===== config.mk =====
export PLATFORM = sky130hd
export DESIGN_NAME = intel_hex_record_encoder_top_flat
export DESIGN_NICKNAME = d
export VERILOG_FILES = /design/src/hw/rtl/ihex_pkg.sv /design/src/hw/rtl/ihex_in_if.sv /design/src/hw/rtl/ihex_out_if.sv /design/src/hw/rtl/intel_hex_record_encoder_top.sv /design/src/hw/rtl/ihex_buf.sv /design/src/hw/rtl/ihex_chk.sv /design/src/flat_wrapper.sv
export SDC_FILE = /design/constraint.sdc
export NUM_CORES = 1
export LEC_CHECK = 0
export BUFFER_PORTS_ARGS = -buffer_cell sky130_fd_sc_hd__buf_2
export CORE_MARGIN = 5
export CORE_UTILIZATION = 50
export DETAILED_ROUTE_END_ITERATION = 10
export PLACE_DENSITY = 0.66
export SYNTH_ARGS = -nofsm -noshare
export SYNTH_HDL_FRONTEND = slang
export SYNTH_SLANG_ARGS = --single-unit

===== constraint.sdc =====
create_clock -name i_clk -period 3.7 [get_ports i_clk]
set_input_delay 0.185 -clock i_clk [delete_from_list [all_inputs] [get_ports i_clk]]
set_output_delay 0.185 -clock i_clk [all_outputs]
set_load 0.01 [all_outputs]

===== src/hw/rtl/ihex_pkg.sv =====
// ----------------------------------------------------------------------------
// ihex_pkg
// Shared types, constants and character helpers for the HEX record encoder.
// ----------------------------------------------------------------------------
package ihex_pkg;

    localparam int unsigned RECORD_BYTES_DEF = 16;
    localparam int unsigned BYTE_W           = 8;
    localparam int unsigned CNT_W            = 5;
    localparam int unsigned ADDR_W           = 16;
    localparam int unsigned END_LEN          = 11;

    localparam logic [1:0] HDR_COUNT   = 2'd0;
    localparam logic [1:0] HDR_ADDR_HI = 2'd1;
    localparam logic [1:0] HDR_ADDR_LO = 2'd2;
    localparam logic [1:0] HDR_TYPE    = 2'd3;

    localparam logic [BYTE_W-1:0] CHR_COLON     = 8'h3A;
    localparam logic [BYTE_W-1:0] CHR_NL        = 8'h0A;
    localparam logic [BYTE_W-1:0] CHR_ZERO      = 8'h30;
    localparam logic [BYTE_W-1:0] CHR_ONE       = 8'h31;
    localparam logic [BYTE_W-1:0] CHR_F         = 8'h46;
    localparam logic [BYTE_W-1:0] REC_TYPE_DATA = 8'h00;

    typedef enum logic [2:0] {
        S_IDLE,
        S_COLON,
        S_HDR,
        S_DATA,
        S_CSUM,
        S_NL,
        S_END
    } t_state;

    typedef struct packed {
        logic clr;
        logic add;
    } t_chk_ctl;

    function automatic logic [BYTE_W-1:0] f_hex(input logic [3:0] v);
        logic [BYTE_W-1:0] w;
        w = {4'h0, v};
        return (v < 4'd10) ? (CHR_ZERO + w) : (8'h37 + w);
    endfunction

    // end record text ":00000001FF"
    function automatic logic [BYTE_W-1:0] f_end_char(input logic [3:0] i);
        logic [BYTE_W-1:0] c;
        case (i)
            4'd0:    c = CHR_COLON;
            4'd8:    c = CHR_ONE;
            4'd9:    c = CHR_F;
            4'd10:   c = CHR_F;
            default: c = CHR_ZERO;
        endcase
        return c;
    endfunction

endpackage


===== src/hw/rtl/ihex_in_if.sv =====
// ----------------------------------------------------------------------------
// ihex_in_if
// Input channel: one raw data byte per word with a final flag.
// ----------------------------------------------------------------------------
interface ihex_in_if;
    logic       valid;
    logic       ready;
    logic [7:0] data_byte;
    logic       final_byte;

    modport source (output valid, output data_byte, output final_byte, input ready);
    modport sink   (input valid, input data_byte, input final_byte, output ready);
endinterface


===== src/hw/rtl/ihex_out_if.sv =====
// ----------------------------------------------------------------------------
// ihex_out_if
// Output channel: one ASCII character per word with a run-last flag.
// ----------------------------------------------------------------------------
interface ihex_out_if;
    logic       valid;
    logic       ready;
    logic [7:0] ascii_char;
    logic       run_last;

    modport source (output valid, output ascii_char, output run_last, input ready);
    modport sink   (input valid, input ascii_char, input run_last, output ready);
endinterface


===== src/hw/rtl/intel_hex_record_encoder_top.sv =====
// ----------------------------------------------------------------------------
// intel_hex_record_encoder_top
// Buffers raw bytes into HEX data records and streams them out as ASCII.
// ----------------------------------------------------------------------------
// Usage:
//   i_in  : one data byte per word, final_byte marks the last byte of an image.
//   o_out : one ASCII character per word; run_last marks the last character
//           caused by one input word.
//   A byte that neither fills a record nor is final is taken and gives no
//   output. A byte that closes a record of N bytes starts a record of
//   2*N+12 characters (plus 11 for the end record when final), sent at one
//   character per cycle while the receiver keeps up, through a single output
//   register; the sequencer walks the record one hex digit a cycle, sharing
//   one hex converter and one checksum adder. i_in.ready stays low until the
//   last character of the record is loaded into the output register, so the
//   input takes no new byte while a record is being sent.
//   A receiver stall freezes the sequencer; nothing is lost.
//   Reset clears the fill count and load address to zero and empties the
//   output register.
// ----------------------------------------------------------------------------
module intel_hex_record_encoder_top
    import ihex_pkg::*;
#(
    parameter int unsigned RECORD_BYTES = RECORD_BYTES_DEF
) (
    input  logic          i_clk,
    input  logic          i_rst_n,
    ihex_in_if.sink       i_in,
    ihex_out_if.source    o_out
);

    localparam int unsigned IDX_W = (RECORD_BYTES > 1) ? $clog2(RECORD_BYTES) : 1;

    t_state              r_state, n_state;
    logic [CNT_W-1:0]    r_idx, n_idx;
    logic                r_nib, n_nib;
    logic [CNT_W-1:0]    r_fill;
    logic [CNT_W-1:0]    r_count;
    logic [ADDR_W-1:0]   r_addr;
    logic                r_final;
    logic                r_out_valid;
    logic [BYTE_W-1:0]   r_out_char;
    logic                r_out_last;

    logic                w_accept;
    logic                w_adv;
    logic                w_emit;
    logic [CNT_W-1:0]    w_fill_inc;
    logic [BYTE_W-1:0]   w_byte;
    logic [BYTE_W-1:0]   w_nib_char;
    logic [BYTE_W-1:0]   w_char;
    logic                w_last;
    logic [BYTE_W-1:0]   w_rdata;
    logic [BYTE_W-1:0]   w_csum;
    t_chk_ctl            w_chk_ctl;

    assign i_in.ready   = (r_state == S_IDLE);
    assign w_accept     = i_in.valid && i_in.ready;
    assign w_adv        = (r_state != S_IDLE) && (!r_out_valid || o_out.ready);
    assign w_fill_inc   = r_fill + CNT_W'(1);
    assign w_emit       = (w_fill_inc >= CNT_W'(RECORD_BYTES)) || i_in.final_byte;

    assign o_out.valid      = r_out_valid;
    assign o_out.ascii_char = r_out_char;
    assign o_out.run_last   = r_out_last;

    ihex_buf #(
        .RECORD_BYTES (RECORD_BYTES)
    ) u_buf (
        .i_clk   (i_clk),
        .i_we    (w_accept),
        .i_waddr (r_fill[IDX_W-1:0]),
        .i_wdata (i_in.data_byte),
        .i_raddr (n_idx[IDX_W-1:0]),
        .o_rdata (w_rdata)
    );

    ihex_chk u_chk (
        .i_clk  (i_clk),
        .i_ctl  (w_chk_ctl),
        .i_byte (w_byte),
        .o_csum (w_csum)
    );

    always_comb begin
        case (r_state)
            S_HDR: begin
                case (r_idx[1:0])
                    HDR_COUNT:   w_byte = BYTE_W'(r_count);
                    HDR_ADDR_HI: w_byte = r_addr[15:8];
                    HDR_ADDR_LO: w_byte = r_addr[7:0];
                    default:     w_byte = REC_TYPE_DATA;
                endcase
            end
            S_DATA:  w_byte = w_rdata;
            S_CSUM:  w_byte = w_csum;
            default: w_byte = '0;
        endcase
    end

    assign w_nib_char = f_hex(r_nib ? w_byte[3:0] : w_byte[7:4]);

    always_ff @(posedge i_clk) begin
        if (!i_rst_n) begin
            r_state <= S_IDLE;
            r_idx   <= '0;
            r_nib   <= 1'b0;
        end else begin
            r_state <= n_state;
            r_idx   <= n_idx;
            r_nib   <= n_nib;
        end
    end

    always_comb begin
        n_state       = r_state;
        n_idx         = r_idx;
        n_nib         = r_nib;
        w_char        = w_nib_char;
        w_last        = 1'b0;
        w_chk_ctl.clr = 1'b0;
        w_chk_ctl.add = 1'b0;
        case (r_state)
            S_IDLE: begin
                if (w_accept) begin
                    w_chk_ctl.clr = 1'b1;
                    if (w_emit) begin
                        n_state = S_COLON;
                    end
                end
            end
            S_COLON: begin
                w_char = CHR_COLON;
                if (w_adv) begin
                    n_state = S_HDR;
                    n_idx   = '0;
                    n_nib   = 1'b0;
                end
            end
            S_HDR: begin
                if (w_adv) begin
                    w_chk_ctl.add = !r_nib;
                    n_nib         = !r_nib;
                    if (r_nib) begin
                        if (r_idx[1:0] == HDR_TYPE) begin
                            n_state = S_DATA;
                            n_idx   = '0;
                        end else begin
                            n_idx = r_idx + CNT_W'(1);
                        end
                    end
                end
            end
            S_DATA: begin
                if (w_adv) begin
                    w_chk_ctl.add = !r_nib;
                    n_nib         = !r_nib;
                    if (r_nib) begin
                        if (r_idx + CNT_W'(1) == r_count) begin
                            n_state = S_CSUM;
                            n_idx   = '0;
                        end else begin
                            n_idx = r_idx + CNT_W'(1);
                        end
                    end
                end
            end
            S_CSUM: begin
                if (w_adv) begin
                    n_nib = !r_nib;
                    if (r_nib) begin
                        n_state = S_NL;
                    end
                end
            end
            S_NL: begin
                w_char = CHR_NL;
                w_last = !r_final;
                if (w_adv) begin
                    n_state = r_final ? S_END : S_IDLE;
                    n_idx   = '0;
                end
            end
            S_END: begin
                w_char = f_end_char(r_idx[3:0]);
                w_last = (r_idx == CNT_W'(END_LEN - 1));
                if (w_adv) begin
                    if (w_last) begin
                        n_state = S_IDLE;
                        n_idx   = '0;
                    end else begin
                        n_idx = r_idx + CNT_W'(1);
                    end
                end
            end
            default: begin
                n_state = S_IDLE;
            end
        endcase
    end

    always_ff @(posedge i_clk) begin
        if (!i_rst_n) begin
            r_fill  <= '0;
            r_addr  <= '0;
            r_count <= '0;
            r_final <= 1'b0;
        end else begin
            if (w_accept) begin
                r_fill  <= w_emit ? '0 : w_fill_inc;
                r_count <= w_fill_inc;
                r_final <= i_in.final_byte;
            end
            if (w_adv && (r_state == S_NL)) begin
                r_addr <= r_final ? '0 : (r_addr + ADDR_W'(r_count));
            end
        end
    end

    always_ff @(posedge i_clk) begin
        if (!i_rst_n) begin
            r_out_valid <= 1'b0;
        end else if (w_adv) begin
            r_out_valid <= 1'b1;
        end else if (o_out.ready) begin
            r_out_valid <= 1'b0;
        end
    end

    always_ff @(posedge i_clk) begin
        if (w_adv) begin
            r_out_char <= w_char;
            r_out_last <= w_last;
        end
    end

    a_fill_range: assert property (@(posedge i_clk) disable iff (!i_rst_n)
        r_fill < CNT_W'(RECORD_BYTES))
        else $error("fill count out of range");

    a_final_emits: assert property (@(posedge i_clk) disable iff (!i_rst_n)
        (w_accept && i_in.final_byte) |=> (r_state == S_COLON))
        else $error("final byte did not start a record");

    a_last_idle: assert property (@(posedge i_clk) disable iff (!i_rst_n)
        (w_adv && w_last) |=> (r_state == S_IDLE))
        else $error("sequencer did not return to idle after last character");

endmodule


===== src/hw/rtl/ihex_buf.sv =====
// ----------------------------------------------------------------------------
// ihex_buf
// Record data buffer: one write port, one registered read port.
// ----------------------------------------------------------------------------
module ihex_buf
    import ihex_pkg::*;
#(
    parameter int unsigned RECORD_BYTES = RECORD_BYTES_DEF
) (
    input  logic                                                 i_clk,
    input  logic                                                 i_we,
    input  logic [((RECORD_BYTES > 1) ? $clog2(RECORD_BYTES) : 1)-1:0] i_waddr,
    input  logic [BYTE_W-1:0]                                    i_wdata,
    input  logic [((RECORD_BYTES > 1) ? $clog2(RECORD_BYTES) : 1)-1:0] i_raddr,
    output logic [BYTE_W-1:0]                                    o_rdata
);

    logic [BYTE_W-1:0] r_mem [RECORD_BYTES];
    logic [BYTE_W-1:0] r_rdata;

    always_ff @(posedge i_clk) begin
        if (i_we) begin
            r_mem[i_waddr] <= i_wdata;
        end
    end

    always_ff @(posedge i_clk) begin
        r_rdata <= r_mem[i_raddr];
    end

    assign o_rdata = r_rdata;

endmodule


===== src/hw/rtl/ihex_chk.sv =====
// ----------------------------------------------------------------------------
// ihex_chk
// Shared checksum accumulator; yields the two's-complement checksum.
// ----------------------------------------------------------------------------
module ihex_chk
    import ihex_pkg::*;
(
    input  logic              i_clk,
    input  t_chk_ctl          i_ctl,
    input  logic [BYTE_W-1:0] i_byte,
    output logic [BYTE_W-1:0] o_csum
);

    logic [BYTE_W-1:0] r_sum;

    always_ff @(posedge i_clk) begin
        if (i_ctl.clr) begin
            r_sum <= '0;
        end else if (i_ctl.add) begin
            r_sum <= r_sum + i_byte;
        end
    end

    assign o_csum = BYTE_W'(0) - r_sum;

endmodule


===== src/flat_wrapper.sv =====
// flat-port wrapper written by rule: the top's interface ports become plain ports
module intel_hex_record_encoder_top_flat import ihex_pkg::*;
#(
    parameter int unsigned RECORD_BYTES = RECORD_BYTES_DEF
)
  (i_clk, i_rst_n, i_in_valid, i_in_data_byte, i_in_final_byte, i_in_ready, o_out_valid, o_out_ascii_char, o_out_run_last, o_out_ready);
  ihex_in_if i_in_i ();
  ihex_out_if o_out_i ();
  input  logic i_clk;
  input  logic i_rst_n;
  input wire logic [$bits(i_in_i.valid)-1:0] i_in_valid;
  input wire logic [$bits(i_in_i.data_byte)-1:0] i_in_data_byte;
  input wire logic [$bits(i_in_i.final_byte)-1:0] i_in_final_byte;
  output wire logic [$bits(i_in_i.ready)-1:0] i_in_ready;
  output wire logic [$bits(o_out_i.valid)-1:0] o_out_valid;
  output wire logic [$bits(o_out_i.ascii_char)-1:0] o_out_ascii_char;
  output wire logic [$bits(o_out_i.run_last)-1:0] o_out_run_last;
  input wire logic [$bits(o_out_i.ready)-1:0] o_out_ready;
  assign i_in_i.valid = i_in_valid;
  assign i_in_i.data_byte = i_in_data_byte;
  assign i_in_i.final_byte = i_in_final_byte;
  assign i_in_ready = i_in_i.ready;
  assign o_out_valid = o_out_i.valid;
  assign o_out_ascii_char = o_out_i.ascii_char;
  assign o_out_run_last = o_out_i.run_last;
  assign o_out_i.ready = o_out_ready;
  intel_hex_record_encoder_top #(.RECORD_BYTES(RECORD_BYTES)) u_core (.i_clk(i_clk), .i_rst_n(i_rst_n), .i_in(i_in_i), .o_out(o_out_i));
endmodule

* After elaboration in Yosys (flattened, before gate mapping)
Memory sizes are Yosys's and may differ from the RTL's. A register that Yosys moved wholly into a read port is not among the register bits.
Cells that the tools add are included.
** Cells by class
- Add/sub/neg operators :: 7
- Order comparisons :: 2
- Equality and inequality tests :: 30
- Multiplexer cells :: 45
- Reduce and logical (&&, ||, !) cells :: 22
** Operator list (count)
- $pmux 8 s3 :: 3
- $mux 5 :: 10
- $mux 3 :: 15
- $ne 2x1->1 const B :: 14
- $pmux 3 s7 :: 1
- $pmux 7 s3 :: 1
- $pmux 5 s4 :: 1
- $add 16x5->16 :: 1
- $mux 16 :: 1
- $add 6x4->7 const A :: 2
- $reduce_and 14->1 :: 1
- $eq 4x4->1 const B :: 3
- $add 5x1->5 const B :: 2
- $eq 3x3->1 const B :: 3
- $mux 1 :: 9
- $add 8x8->8 :: 1
- $mux 8 :: 1
- $sub 1x8->8 const A :: 1
- $reduce_and 7->1 :: 1
- $eq 3x2->1 const B :: 2
- $reduce_or 2->1 :: 3
- $eq 5x4->1 const B :: 1
- $eq 5x5->1 :: 1
- $ge 5x5->1 const B :: 1
- 18 further kinds :: 27
** Storage, ports and cells
- Flip-flop bits (word level) :: 54
- RAM bits :: 128
- Input port bits :: 13
- Logic and storage cells :: 119
- Memories kept :: 1
** Memory list
- u_core.u_buf.r_mem :: depth 16, bits a word 8, read ports 1, clocked after memory_dff 1, write ports 1, RTL line ihex_buf.sv:18 : logic [BYTE_W-1:0] r_mem [RECORD_BYTES];

* Longest topological paths before layout
Gate-level depths: netlist of the first run.
- Depth in word-level cells :: 7
- Mapped depth :: 20
- Gate-level depth less buffers :: 18

* Hierarchy
Synthesis of the first run repeated with hierarchy kept, for this count alone.
** Unflattened totals
- Cell total of the unflattened synthesis :: 722
- Area total of the unflattened synthesis :: 9331.4 µm²
** By module, submodules not included
- ihex_buf :: times used 1, cells each 229, area an instance 5147.4 µm², seq. area each 4003.8 µm²
- intel_hex_record_encoder_top :: times used 1, cells each 403, area an instance 3438.3 µm², seq. area each 980.9 µm²
- ihex_chk :: times used 1, cells each 90, area an instance 745.7 µm², seq. area each 160.2 µm²

* Worst setup path after synthesis of the first run
Ideal clock, no wire load.
- Kind :: register -> register
- Start point :: reg u_core.r_idx[0]
- End point :: reg u_core.u_chk.r_sum[7]
- Library setup time :: 0.071 ns
- Arrival :: 3.202 ns
- Setup slack :: 0.428 ns
- Cell stages (with the launch flop) :: 19
- Path buffers :: 2
- Period minus slack after synthesis :: 3.272 ns
- Path through :: dfxtp_1 > buf_2 > inv_1 > ha_1 > clkbuf_1 > a222oi_1 > nor2_1 > a221oi_1 > inv_1 > ha_1 > a21o_1 > a21oi_1 > nor2b_1 > o21a_1 > nor4_1 > nor3_1 > xor2_1 > or3_1 > a21oi_1
** On the way
- Word-level cells in the longest chain between the ends :: 4
- Elaborated cells between the ends (all ways) :: 6
- Classes of those cells :: add/sub: 1; eq/ne: 2; mux: 2; reduce/logical: 1
** RTL lines
- from (decl) :: RTL line intel_hex_record_encoder_top.sv:35 : logic [CNT_W-1:0] r_idx, n_idx;
- from (signal assigned) :: RTL line intel_hex_record_encoder_top.sv:110 : r_idx <= n_idx;
- $eq 2x2->1 (tied with other cells) :: RTL line intel_hex_record_encoder_top.sv:88 : case (r_idx[1:0])
- $pmux 8 s3 * :: RTL line intel_hex_record_encoder_top.sv:88
- $pmux 8 s3 * :: RTL line intel_hex_record_encoder_top.sv:86 : case (r_state)
- $add 8x8->8 * :: RTL line ihex_chk.sv:20 : r_sum <= r_sum + i_byte;
- to (signal assigned) :: RTL line ihex_chk.sv:20
- to (decl) :: RTL line ihex_chk.sv:14 : logic [BYTE_W-1:0] r_sum;
Mark *: on every way between the ends. The rest lies on a longest branch, timed or not.
A chain may end at the register's enable or synchronous reset.

* Worst setup path in the final report of the first run
- Start point :: reg u_core.r_idx[1]
- End point :: reg u_core.u_chk.r_sum[7]
The elaborated chain is that of the path after synthesis.

==> run summary, run 1 <==
Die H: 144 um
clk slew on worst S/H paths: 0.08 ns
CP max stage delay: 0.44 ns
initial antenna violation count: 0
type of the worst setup path: reg -> reg
Ant. Diodes: 0
Pins Over Slew Limit: 0
FP Rows: 49
die area: 20800 um2
Sw Ratio: 0.324
sequential share of power: 0.440
Finished Layout Cells: 1039
clk_skew: 0.00869 ns
setup_tns: 0 ns
vias after detailed routing: 6033
Buffers on Ports: 22
number of synthesized flops with an enable pin: 136
Root Driver: clkbuf_16
share of cells above drive strength 1: 0.130
Final Hold Viols: 0
gr ovfl total: 0
actual slew at the worst max-slew pin: 0.853 ns
Max-Cap Viols: 0
Synth Warn #: 0
FF-to-FF End: u_core.u_chk.r_sum[7]
wire per inst: 19.4 um
worst-case reg-to-reg path depth: 16
CTS tree: yes
Synth-to-Final Area Change: 11.8%
vias in the first global route: 5951
ys async rst share: 0
Int Pwr: 3.91 mW
critical path peak fanout: 8
CP endpoint kind: flop
initial core utilization: 0.505
Mapped Cells: 770
outcome: finished clean
placed insts: 1007
P_leak: 3.87 nW
post-DR vias/cell: 5.81
CP Data Required Time: 4.07 ns
post-layout min period: 3.46 ns
CP Depth: 16
Max Freq: 289 MHz
CTS sink cnt: 189
Fill cells: 1479
hold wc startpoint: i_in_final_byte
largest net degree at the start of global routing: 50
pwr dens: 575 nW/um2
sequential-to-total area share from yosys stat: 0.571
Residual DRC: 0
Yosys reg bits: 189
Hold EP: u_core.r_final
placeable core region: 17800 um2
final wirelength: 20.2 mm
relative slew slack: 0.429
Final GP Congestion: 0.950
IO Pins: 24
DP HPWL: 14.2 mm
clock share of power: 0.318
router iterations before antenna repair: 6
hold path depth: 3
Die W: 144 um
R2R Setup Slk: 0.24 ns
dominant synthesized flop cell: edfxtp_1
CP bufs+invs: 2
Overall Global Routing Usage: 0.200
post-synthesis average cell area: 11.7 um2
worst skew pair latency: 0.43 ns
endpoints failing setup: 0
CTS buffer count: 17
Sw Pwr: 1.87 mW
initial drt markers: 528
Top delay family on crit path: compound AO/OA/AOI/OAI gates
Critical-path top delay cell: dfxtp_1
share of the synthesized area in the top cell type: 0.454
peak supply drop: 0.378 mV
CP Cell Sequence: inv_1 > ha_1 > a222oi_1 > nor2_1 > a221oi_2 > inv_1 > ha_1 > a21o_1 > a21oi_1 > nor2b_1 > o21a_1 > nor4_1 > nor3_1 > xor2_1 > or3_1 > a21oi_1
Worst Hold Slack: 0.0252 ns
period utilization: 0.935
CP startpoint kind: flop
synthesized area: 9000 um2
HP Class: in -> reg
syn_nets: 808
first-pass GRT wire length: 31.7 mm
most frequent cells after synthesis: edfxtp_1 (136), nor2_1 (71), a21oi_1 (54)
clk buf depth: 2
Final #Nets: 835
Final ANT Viol Nets: 0
crit path DAT: 3.83 ns
RR Startpoint: u_core.r_idx[1]
H-tree depth: 4
Synth area leader: edfxtp_1
Area contributors post-synth: edfxtp_1 (45%), dfxtp_1 (12%), mux2i_1 (5.7%)
RSZ-0062 raised after global routing: false
combinational share of power: 0.242
Synth cell types: 57
top-count cell post-synth: edfxtp_1
worst max path at each step:
stage / endpoint / slack [ns] / start
after floorplan: u_core.u_chk.r_sum[7] / 0.43 / u_core.r_idx[0]
after global placement: u_core.u_chk.r_sum[7] / 0.32 / u_core.r_idx[1]
after detailed placement: u_core.u_chk.r_sum[7] / 0.19 / u_core.r_idx[1]
after CTS: u_core.u_chk.r_sum[7] / 0.17 / u_core.r_idx[1]
after global routing: u_core.u_chk.r_sum[7] / 0.01 / u_core.r_idx[1]
final: u_core.u_chk.r_sum[7] / 0.24 / u_core.r_idx[1]
tightest hold or removal path, cell delays in order:
cell      delay [ns]
buf_2           0.11
nand2_1         0.05
a21boi_0        0.06
what timing repair did:
item / in CTS / in global routing
setup buffers: 0 / 0
endpoints found under the setup margin: 0 / 1
resized for setup: 0 / 1
hold buffers: 0 / 0
layout make-up:
type,count,area [um2],area share
timing repair buffer,48,343,0.0341
clock buffer,17,425,0.0423
clock inverter,15,185,0.0184
tap,229,287,0.0285
sequential,189,5140,0.511
multi-input combinational,520,3600,0.358
inverter,21,78.8,0.00783
cells by family (layout without fill, tap and decap cells):
logic type,after synthesis,in the layout,synth area share
simple gates,218,218,0.120
mux,68,68,0.0779
compound gates,175,175,0.131
other cells,1,1,0.000416
flops,189,189,0.571
xor+xnor,33,33,0.0321
fa+ha+maj,25,25,0.0364
buf+inv,61,101,0.0304
per-layer routing:
layer / vias up / share of wire / routed length (um) / GRT usage
met4: 0 / 0.030 / 612 / 0.0800
met5: - / 0 / 0 / 0
li1: 2907 / - / - / -
met3: 42 / 0.045 / 906 / 0.0301
met1: 2931 / 0.41 / 8350 / 0.243
met2: 153 / 0.51 / 10300 / 0.358
cells in the final DEF (no fill, tap or decap), types with 23 or more instances in the layout:
cell / n
nor2b_1: 40
ha_1: 23
edfxtp_1: 136
nand2_1: 38
nor2_1: 71
buf_4: 23
a21oi_1: 54
o21ai_0: 26
mux2i_1: 51
dfxtp_1: 53
power groups by stage:
stage / Clock [mW] / Combinational [mW] / Sequential (mW)
finish: 1.84 / 1.40 / 2.55
global route: 1.96 / 1.53 / 2.56
CTS: 1.87 / 1.40 / 2.54
detailed placement: 0 / 1.39 / 2.59
global placement: 0 / 1.38 / 2.59
floorplan: 0 / 0.959 / 2.56
state kept, by name, indices dropped and copies added, names as in the netlist, 3 cells and up:
| name | flops |
|---|---|
| u_core.u_chk.r_sum | 8 |
| u_core.r_idx | 5 |
| u_core.r_state | 3 |
| u_core.o_out.ascii_char | 7 |
| u_core.r_addr | 16 |
| u_core.u_buf.r_mem | 128 |
| u_core.r_fill | 5 |
| u_core.u_buf.o_rdata | 8 |
| u_core.r_count | 5 |
metrics by stage:
step	instance area, um2	setup slack (ns)	power (mW)	utilization
3_3_place_gp	9450	0.319	3.97	0.529
5_1_grt	10100	0.0136	6.05	0.564
3_5_place_dp	9450	0.186	3.98	0.529
4_1_cts	10100	0.168	5.81	0.564
6_report	10100	0.242	5.78	0.564
2_1_floorplan	9000	0.428	3.52	-
Note: power is estimated with default switching activity, not from simulation.
==> inputs of run 2 (changes only) <==
--- a/config.mk
+++ b/config.mk
@@ -9,7 +9,7 @@
 export CORE_MARGIN = 5
 export CORE_UTILIZATION = 50
 export DETAILED_ROUTE_END_ITERATION = 10
-export PLACE_DENSITY = 0.66
+export PLACE_DENSITY = 0.7
 export SYNTH_ARGS = -nofsm -noshare
 export SYNTH_HDL_FRONTEND = slang
 export SYNTH_SLANG_ARGS = --single-unit
==> run summary, run 2 (synthesis results as in run 1) <==
Pins Over Slew Limit: 0 (unchanged)
crit path DAT: 3.75 ns (-0.08 ns)
gr ovfl total: 0 (unchanged)
CP Data Required Time: 4.01 ns (-0.06 ns)
DRT met1 WL: 8.75 mm (+4.8%)
endpoints failing setup: 0 (unchanged)
buffer count from post-CTS setup fixing: 0 (unchanged)
Final Hold Viols: 0 (unchanged)
Max Freq: 291 MHz (+0.49%)
router iterations before antenna repair: 7 (+1)
most frequent cells in the layout: edfxtp_1 (136), nor2_1 (71), a21oi_1 (54)
Final #Nets: 830 (-0.60%)
Root Driver: clkbuf_16
Ant. Diodes: 0 (unchanged)
type of the worst setup path: reg -> reg
Overall Global Routing Usage: 0.205 (+0.00454)
Register Area: 5150 um2 (about the same)
Top delay family on crit path: compound AO/OA/AOI/OAI gates
P_leak: 3.85 nW (-0.51%)
relative slew slack: 0.432 (+0.00265)
Power, Total: 5.70 mW (-1.4%)
CTS buffer count: 17 (unchanged)
largest net degree at the start of global routing: 50 (unchanged)
CTS tree: yes
vias after detailed routing: 6057 (+0.40%)
die area: 20800 um2 (unchanged)
final wirelength: 20.3 mm (+0.54%)
Critical-path top delay cell: dfxtp_2
fin util: 0.562 (-0.00232)
clk_skew: 0.0107 ns (+0.00203 ns)
period utilization: 0.930 (-0.00452)
CP Cell Sequence: ha_1 > inv_1 > ha_1 > xor2_1 > nand3_1 > nor3_4 > nor3_1 > o31ai_4 > buf_12 > buf_12 > nor2b_1 > a211oi_1 > a21oi_1 > a221o_1
placeable core region: 17800 um2 (unchanged)
post-layout min period: 3.44 ns (-0.0167 ns)
initial core utilization: 0.505 (unchanged)
CTS sink cnt: 189 (unchanged)
critical path peak fanout: 30 (+22)
max FFs per register: 128 (unchanged)
actual slew at the worst max-slew pin: 0.849 ns (-0.00396 ns)
Buffers on Ports: 22 (unchanged)
DP HPWL: 14.3 mm (+0.72%)
commonest non-fill, non-tap cell in the layout: edfxtp_1
clk buf depth: 2 (unchanged)
CP startpoint kind: flop
Residual DRC: 0 (unchanged)
first-pass GRT wire length: 32.3 mm (+2.1%)
Die W: 144 um (unchanged)
Synth-to-Final Area Change: 11.3%
HP Class: in -> reg
vias in the first global route: 5997 (+0.77%)
share of cells above drive strength 1: 0.125 (-0.00416)
Largest Register: u_core.u_buf.r_mem
WL met3: 802 um (-11%)
setup_tns: 0 ns (unchanged)
worst skew pair latency: 0.43 ns (about the same)
Die H: 144 um (unchanged)
Top Metal Used: met4
CP bufs+invs: 3 (+1)
RSZ-0062 raised after global routing: false
outcome: finished clean
pwr dens: 569 nW/um2 (-0.95%)
CP max stage delay: 0.39 ns (-0.05 ns)
wire per inst: 19.6 um (+1.0%)
initial drt markers: 498 (-5.7%)
clk slew on worst S/H paths: 0.07 ns (about the same)
H-tree depth: 4 (unchanged)
Final GP Congestion: 0.964 (+1.5%)
Routed met2 length: 10.1 mm (-2.2%)
initial antenna violation count: 0 (unchanged)
FP Rows: 49 (unchanged)
peak supply drop: 0.358 mV (-5.3%)
CP endpoint kind: flop
biggest regs: u_core.u_buf.r_mem x128, u_core.r_addr x16
Final ANT Viol Nets: 0 (unchanged)
Max-Cap Viols: 0 (unchanged)
Fill cells: 1474 (-0.34%)
IO Pins: 24 (unchanged)
post-DR vias/cell: 5.86 (+0.88%)
area occupied by multi-input gates: 3600 um2 (unchanged)
[run 2: changes by cell type in the layout (fill, tap and decap cells not counted)]
cell,change
clkinv_2,+1
clkinvlp_4,-1
inv_8,-2
inv_12,-2
clkinv_1,+2
buf_4,-7
clkinv_4,-1
dfxtp_2,+3
buf_12,+2
dfxtp_1,-3
inv_6,+3
[run 2: metrics by stage]
stage	setup slack (ns)	hold WS, ns	cells	area, um2
floorplan	0.428	0.284	770	9000
global placement	0.287	0.465	1002	9430
detailed placement	0.200	0.472	1002	9430
CTS	0.184	0.0103	1034	10000
global route	0.0121	0.0339	1034	10000
finish	0.259	0.0347	1034	10000
[run 2: power breakdown]
group	leakage [nW]	switching, mW	internal, mW
Sequential	1.66	0.129	2.43
Clock	0.283	0.860	0.898
Combinational	1.90	0.832	0.553
Total	3.85	1.82	3.88
[run 2: final cells by class]
cell class | count | share of cell area
tap | 229 | 0.0286
sequential | 189 | 0.514
inverter | 21 | 0.00787
clock buffer | 17 | 0.0424
clock inverter | 15 | 0.0152
multi-input combinational | 520 | 0.359
timing repair buffer | 43 | 0.0330
[run 2: routing by layer]
metal  GRT usage  vias up
met2       0.345      176
met4      0.0864        0
li1            -     2897
met5           0        -
met1       0.261     2940
met3      0.0354       44
[run 2: worst min-delay path, stage by stage]
cell and delay (ns):
buf_2 0.12, nand2_1 0.05, a21boi_0 0.06
[run 2: worst paths after layout]
path | from | to | slack [ns] | depth (start not counted)
setup reg to reg | u_core.r_idx[0] | u_core.u_buf.o_rdata[4] | 0.26 | 14
setup / recovery | u_core.r_idx[0] | u_core.u_buf.o_rdata[4] | 0.26 | 14
hold / removal | i_in_final_byte | u_core.r_final | 0.03 | 3
hold reg to reg | u_core.r_fill[4] | u_core.r_fill[4] | 0.50 | 1
[run 2: what timing repair did]
item                                    in CTS  in global routing
gates resized for setup                      0                  4
hold buffers                                 0                  0
endpoints found under the setup margin       0                  2
